$ cat src/design/cfck_pkg.sv
// ----------------------------------------------------------------------------
// cfck_pkg
// Shared types, codes and the CRC-8 byte step for the response frame checker.
// ----------------------------------------------------------------------------
package cfck_pkg;

    // Largest payload a frame may announce
    localparam logic [10:0] MAX_PAYLOAD = 11'd512;

    // CRC-8, polynomial 0x31, MSB first
    localparam logic [7:0] CRC_POLY = 8'h31;

    // Special header values
    localparam logic [6:0] BULK_READ_CODE = 7'h1D;
    localparam logic [7:0] ANY_ADDRESS    = 8'hFF;
    localparam logic [7:0] BULK_CNT_400   = 8'hFF;
    localparam logic [7:0] BULK_CNT_200   = 8'hC8;
    localparam logic [9:0] BULK_LEN_400   = 10'd400;
    localparam logic [9:0] BULK_LEN_200   = 10'd200;

    // Input operation codes
    localparam logic OP_BYTE    = 1'b0;
    localparam logic OP_TIMEOUT = 1'b1;

    // Configuration register indexes
    localparam logic CFG_DEV_ADDR          = 1'b0;
    localparam logic CFG_EXPECTED_FUNCTION = 1'b1;

    // Frame status codes
    localparam logic [2:0] ST_OK        = 3'd0;
    localparam logic [2:0] ST_TIMEOUT   = 3'd1;
    localparam logic [2:0] ST_INVALID   = 3'd2;
    localparam logic [2:0] ST_BADLEN    = 3'd3;
    localparam logic [2:0] ST_CRC       = 3'd4;
    localparam logic [2:0] ST_EXCEPTION = 3'd5;

    // One result beat
    typedef struct packed {
        logic       payload_valid;
        logic [7:0] payload_byte;
        logic [8:0] payload_index;
        logic       frame_done;
        logic [2:0] status;
        logic [7:0] exc_code;
        logic [9:0] payload_length;
    } cfck_result_t;

    // Configuration seen by the parser
    typedef struct packed {
        logic [7:0] dev_addr;
        logic [6:0] expected_function;
    } cfck_cfg_t;

    // Fold one byte into the running CRC
    function automatic logic [7:0] crc8_step(input logic [7:0] crc, input logic [7:0] data);
        logic [7:0] c;
        c = crc ^ data;
        for (int i = 0; i < 8; i++) begin
            if (c[7])
                c = {c[6:0], 1'b0} ^ CRC_POLY;
            else
                c = {c[6:0], 1'b0};
        end
        return c;
    endfunction

endpackage

$ cat src/design/cfck_parse.sv
// ----------------------------------------------------------------------------
// cfck_parse
// Frame state and the per-beat parse: header, payload, CRC and status check.
// ----------------------------------------------------------------------------
module cfck_parse
    import cfck_pkg::*;
(
    input  logic         clk,
    input  logic         rst_n,
    input  logic         accept,
    input  logic         op,
    input  logic [7:0]   rx_byte,
    input  cfck_cfg_t    cfg,
    output cfck_result_t result
);

    logic       in_payload_reg,  in_payload_next;
    logic [9:0] byte_count_reg,  byte_count_next;
    logic [7:0] crc_reg,         crc_next;
    logic [7:0] hdr_addr_reg,    hdr_addr_next;
    logic [7:0] hdr_func_reg,    hdr_func_next;
    logic [7:0] hdr_count_reg,   hdr_count_next;
    logic [9:0] exp_len_reg,     exp_len_next;
    logic [7:0] first_pl_reg,    first_pl_next;

    logic [7:0] crc_upd;
    logic [9:0] len;
    logic       bulk;

    assign crc_upd = crc8_step(crc_reg, rx_byte);
    assign bulk    = (cfg.expected_function == BULK_READ_CODE);

    // Decode the announced length from the count byte
    always_comb
    begin
        len = {2'b00, rx_byte};
        if (bulk && rx_byte == BULK_CNT_400)
            len = BULK_LEN_400;
        else if (bulk && rx_byte == BULK_CNT_200)
            len = BULK_LEN_200;
    end

    // Work out the result beat and the next frame state
    always_comb
    begin
        result          = '0;
        in_payload_next = in_payload_reg;
        byte_count_next = byte_count_reg;
        crc_next        = crc_reg;
        hdr_addr_next   = hdr_addr_reg;
        hdr_func_next   = hdr_func_reg;
        hdr_count_next  = hdr_count_reg;
        exp_len_next    = exp_len_reg;
        first_pl_next   = first_pl_reg;

        if (op == OP_TIMEOUT) begin
            result.frame_done     = 1'b1;
            result.status         = (byte_count_reg == '0) ? ST_TIMEOUT : ST_INVALID;
            result.payload_length = in_payload_reg ? exp_len_reg : '0;
            in_payload_next       = 1'b0;
            byte_count_next       = '0;
            crc_next              = '0;
        end else if (!in_payload_reg) begin
            crc_next = crc_upd;
            if (byte_count_reg == 10'd0) begin
                hdr_addr_next   = rx_byte;
                byte_count_next = 10'd1;
            end else if (byte_count_reg == 10'd1) begin
                hdr_func_next   = rx_byte;
                byte_count_next = 10'd2;
            end else begin
                hdr_count_next = rx_byte;
                if (hdr_addr_reg != cfg.dev_addr && cfg.dev_addr != ANY_ADDRESS)
                begin
                    result.frame_done = 1'b1;
                    result.status     = ST_INVALID;
                    byte_count_next   = '0;
                    crc_next          = '0;
                end else begin
                    exp_len_next          = len;
                    result.payload_length = len;
                    if ({1'b0, len} > MAX_PAYLOAD) begin
                        result.frame_done = 1'b1;
                        result.status     = ST_BADLEN;
                        byte_count_next   = '0;
                        crc_next          = '0;
                    end else begin
                        in_payload_next = 1'b1;
                        byte_count_next = '0;
                    end
                end
            end
        end else begin
            result.payload_length = exp_len_reg;
            if (byte_count_reg < exp_len_reg) begin
                // Pass the payload byte through and fold it into the CRC
                result.payload_valid = 1'b1;
                result.payload_byte  = rx_byte;
                result.payload_index = byte_count_reg[8:0];
                if (byte_count_reg == '0)
                    first_pl_next = rx_byte;
                crc_next        = crc_upd;
                byte_count_next = byte_count_reg + 10'd1;
            end else begin
                // CRC byte: close the frame
                result.frame_done = 1'b1;
                if (rx_byte != crc_reg)
                    result.status = ST_CRC;
                else if (hdr_func_reg[7]) begin
                    if (hdr_count_reg == 8'd1 && exp_len_reg == 10'd1) begin
                        result.status   = ST_EXCEPTION;
                        result.exc_code = first_pl_reg;
                    end else
                        result.status = ST_INVALID;
                end else if (hdr_func_reg[6:0] != cfg.expected_function)
                    result.status = ST_INVALID;
                else
                    result.status = ST_OK;
                in_payload_next = 1'b0;
                byte_count_next = '0;
                crc_next        = '0;
            end
        end
    end

    // Advance the frame state on each accepted beat
    always_ff @(posedge clk or negedge rst_n)
    begin
        if (!rst_n) begin
            in_payload_reg <= 1'b0;
            byte_count_reg <= '0;
            crc_reg        <= '0;
            hdr_addr_reg   <= '0;
            hdr_func_reg   <= '0;
            hdr_count_reg  <= '0;
            exp_len_reg    <= '0;
            first_pl_reg   <= '0;
        end else if (accept) begin
            in_payload_reg <= in_payload_next;
            byte_count_reg <= byte_count_next;
            crc_reg        <= crc_next;
            hdr_addr_reg   <= hdr_addr_next;
            hdr_func_reg   <= hdr_func_next;
            hdr_count_reg  <= hdr_count_next;
            exp_len_reg    <= exp_len_next;
            first_pl_reg   <= first_pl_next;
        end
    end

endmodule

$ cat config.mk
export PLATFORM = sky130hd
export DESIGN_NAME = cfck_parse
export DESIGN_NICKNAME = d
export VERILOG_FILES = /design/src/design/cfck_pkg.sv /design/src/design/cfck_parse.sv
export SDC_FILE = /design/constraint.sdc
export NUM_CORES = 1
export LEC_CHECK = 0
export CAP_MARGIN = 20
export CORE_ASPECT_RATIO = 0.75
export CORE_MARGIN = 2
export CORE_UTILIZATION = 50
export CTS_CLUSTER_SIZE = 30
export DETAILED_ROUTE_END_ITERATION = 16
export DONT_BUFFER_PORTS = 1
export MAX_ROUTING_LAYER = met4
export REMOVE_ABC_BUFFERS = 1
export SYNTH_ARGS = -nofsm -noshare
export SYNTH_HDL_FRONTEND = slang
export SYNTH_SLANG_ARGS = --single-unit
$ cat constraint.sdc
create_clock -name clk -period 6.7 [get_ports clk]
set_input_delay 0.67 -clock clk [delete_from_list [all_inputs] [get_ports clk]]
set_output_delay 0.67 -clock clk [all_outputs]
set_load 0.05 [all_outputs]
==> run summary <==
Yosys reg bits: 60
Leak Pwr: 0.00167 uW
routed wire length: 8640 microns
Fin. Hold Viols: 0
CP Capture Type: output pin
Top delay family on crit path: compound AO/OA/AOI/OAI gates
Vias/cell: 5.83
fin crit share: 60.0%
CTS Buffer Depth: 2
Synth warnings: 0
number of flip-flops under the largest register name: 10
ant diodes: 0
Overflow after GRT: 0
die width: 102 microns
area delta synth->final: 6.88%
Hold/Removal Path Class: in -> async
Die Span Y: 77.9 microns
Initial Util: 52.5%
Vias: 2561
antenna viol nets, final: 0
FMAX: 249 MHz
Pwr per Cell Area: 313 mW/mm^2
Cell Rows: 26
hold_buf cts: 0
WP data required: 6.03 ns
number of CTS-inserted buffers: 9
synth unique cells: 54
layout cells sized above 1: 19.1%
Logic pwr share: 28.8%
Residual DRC: 0
Max Cap Violations: 0
status: finished, final reports clean
Global Route Usage Sum: 23.5%
setup_tns: 0 ns
Clock Power Share: 30.3%
Core ar.: 0.00693 sq mm
Gate Count Post-Synth: 344
drt pass-1 iters: 4
Worst Path Buf+Inv: 0
FILL cells: 626
I/O Buffers: 0
Hold WS: 0.0286 ns
sequential share of power: 40.9%
final net count: 375
clock root buffer: clkbuf_8
first-pass GRT wire length: 13800 microns
clock-pin slew on the worst setup and hold paths: 0.07 ns
H-tree lvl count: 3
register area share after synthesis: 41.3%
syn_area_per_cell: 10.6 sq um
final setup fails: 0
initial antenna violation count: 0
number of global-route vias before repair: 2537
CP Launch Type: register
largest net degree at the start of global routing: 61
highest-delay cell along the critical path: a22oi_1
worst stage delay on the critical path: 0.83 ns
ys async rst share: 100%
post-DP HPWL: 6220 microns
commonest register cell after synthesis: dfrtp_1
RSZ-0062 raised after global routing: false
crit-path max FO: 6
I/O pin count: 67
Crit Path Category: reg -> out
switching pwr: 368 uW
Iter 0 DRT Violations: 112
EDFF count, synth: 0
crit path DAT: 3.35 ns
routability congestion estimate: 0.828
Synth Cell Area: 0.00364 sq mm
maximum VDD drop: 0.000171 V
Slew Viols, Final: 0
crit path time final: 4.02 ns
Slew headroom: 40.9%
Int Pwr: 850 uW
CTS tree: built
Post-CTS Setup Repair Bufs: 0
detailed-route wire length per cell: 19.7 microns
Sinks on Clock Net: 60
post-cts sizing count: 0
die area: 0.00798 sq mm
clock skew: 0.00726 ns
worst-path cell chain: ha_1, nand3_2, o41ai_2, o21ai_0, nand3b_1, a22oi_1
Worst-Margin Slew: 0.884 ns
Switching Fraction: 30.2%
clk_lat worst skew: 0.33 ns
-- metrics by stage --
stage | instance area [sq um] | power [uW] | instances | setup slack (ns) | util (%)
final | 3890 | 1220 | 439 | 2.68 | 56.1
after global routing | 3890 | 1290 | 439 | 2.45 | 56.1
after CTS | 3880 | 1230 | 438 | 2.68 | 56.0
after detailed placement | 3660 | 852 | 423 | 3.05 | 52.8
after global placement | 3660 | 845 | 423 | 3.11 | 52.8
after floorplan | 3520 | 793 | 324 | 3.31 | -
-- power by group through the flow --
stage / Sequential, uW / Clock [uW] / Combinational [uW]
2_1_floorplan: 490 / 0 / 303
3_3_place_gp: 503 / 0 / 342
3_5_place_dp: 504 / 0 / 348
4_1_cts: 498 / 378 / 351
5_1_grt: 509 / 398 / 388
6_report: 498 / 370 / 351
-- synth_stat cells, types with 2 or more instances --
| cell type | number | area (sq um) |
|---|---|---|
| a31oi_1 | 3 | 18.8 |
| a22o_1 | 9 | 78.8 |
| nor4_1 | 7 | 43.8 |
| nor3_2 | 2 | 20.0 |
| clkbuf_1 | 12 | 45.0 |
| a32o_1 | 2 | 20.0 |
| xnor2_2 | 2 | 32.5 |
| mux2_4 | 8 | 120 |
| buf_2 | 3 | 15.0 |
| o21ai_0 | 8 | 40.0 |
| nand3_1 | 8 | 40.0 |
| xor2_1 | 21 | 184 |
| nand2_1 | 18 | 67.6 |
| nor3_1 | 2 | 10.0 |
| ha_1 | 11 | 138 |
| nand2b_1 | 10 | 62.6 |
| a21oi_1 | 11 | 55.1 |
| a21o_1 | 2 | 15.0 |
| o41ai_1 | 3 | 26.3 |
| inv_1 | 12 | 45.0 |
| or3_1 | 3 | 18.8 |
| nand3b_1 | 2 | 15.0 |
| nor4b_1 | 2 | 17.5 |
| and3_1 | 2 | 12.5 |
| and2_1 | 24 | 150 |
| mux2_2 | 27 | 304 |
| o22ai_1 | 3 | 18.8 |
| nor2_1 | 13 | 48.8 |
| nand4_1 | 5 | 31.3 |
| dfrtp_1 | 60 | 1500 |
| o2bb2ai_1 | 5 | 43.8 |
| nand4b_1 | 3 | 26.3 |
| buf_4 | 3 | 22.5 |
| xnor2_1 | 16 | 140 |
| or4_1 | 2 | 15.0 |
| nor2b_1 | 2 | 12.5 |
-- cell usage in the layout, fill, tap and decap left out, types with 3 or more instances in the layout --
cell | netlist | layout
or3_1 | 3 | 3
nand2_1 | 18 | 18
nand2b_1 | 10 | 10
nor3_2 | 2 | 3
a31oi_1 | 3 | 3
a21oi_1 | 11 | 11
dfrtp_1 | 60 | 60
mux2_4 | 8 | 8
nor2_1 | 13 | 13
mux2_2 | 27 | 27
ha_1 | 11 | 11
clkbuf_8 | 0 | 11
nand3_1 | 8 | 8
xor2_1 | 21 | 21
o21ai_0 | 8 | 8
nand4b_1 | 3 | 3
inv_1 | 12 | 12
xnor2_1 | 16 | 16
o41ai_1 | 3 | 3
and2_1 | 24 | 24
o22ai_1 | 3 | 3
nor4_1 | 7 | 7
nand4_1 | 5 | 5
o2bb2ai_1 | 5 | 5
a22o_1 | 9 | 9
-- path summary, 6_finish.rpt --
| kind | from | to | slack [ns] | cells after the start |
|---|---|---|---|---|
| hold / removal | rst_n | hdr_func_reg[5] | 0.03 | 0 |
| setup / recovery | byte_count_reg[7] | result[19] | 2.68 | 6 |
| max in group asynchronous | rst_n | hdr_count_reg[2] | 6.57 | 0 |
| setup reg to reg | byte_count_reg[7] | first_pl_reg[4] | 3.50 | 8 |
| min in group clk | accept | byte_count_reg[6] | 0.42 | 1 |
| hold reg to reg | first_pl_reg[0] | first_pl_reg[0] | 0.51 | 1 |
-- final cells by class --
cell class / count / area (sq um) / share of cell area [%]
Multi-Input combinational cell: 250 / 1970 / 50.8
Sequential cell: 60 / 1500 / 38.6
Clock buffer: 11 / 151 / 3.89
Tap cell: 98 / 123 / 3.15
Clock inverter: 4 / 72.6 / 1.87
Inverter: 14 / 52.6 / 1.35
Timing Repair Buffer: 2 / 12.5 / 0.322
-- routing by layer --
metal,vias to the layer above,track usage (%),wire [microns]
li1,1202,-,-
met1,1264,35.1,4300
met2,84,32.7,3700
met3,11,4.77,531
met4,0,5.47,103
met5,-,-,0
-- worst reg2reg max path: stages, from the launching register on --
cell      delay, ns
dfrtp_1        0.45
ha_1           0.36
a21o_1         0.18
a211oi_2       0.23
o41ai_2        0.17
or3_1          0.55
inv_2          0.46
and3_4         0.38
mux2_4         0.32
-- cells by family after synthesis --
kind of cell,count (synthesis),share of synthesized area (%)
mux,36,11.9
flops,60,41.3
buf+inv,34,4.57
other cells,1,0.103
simple gates,111,18.2
compound gates,52,10.4
fa+ha+maj,11,3.78
xor+xnor,39,9.80
Power figures use the tool's default switching activity.
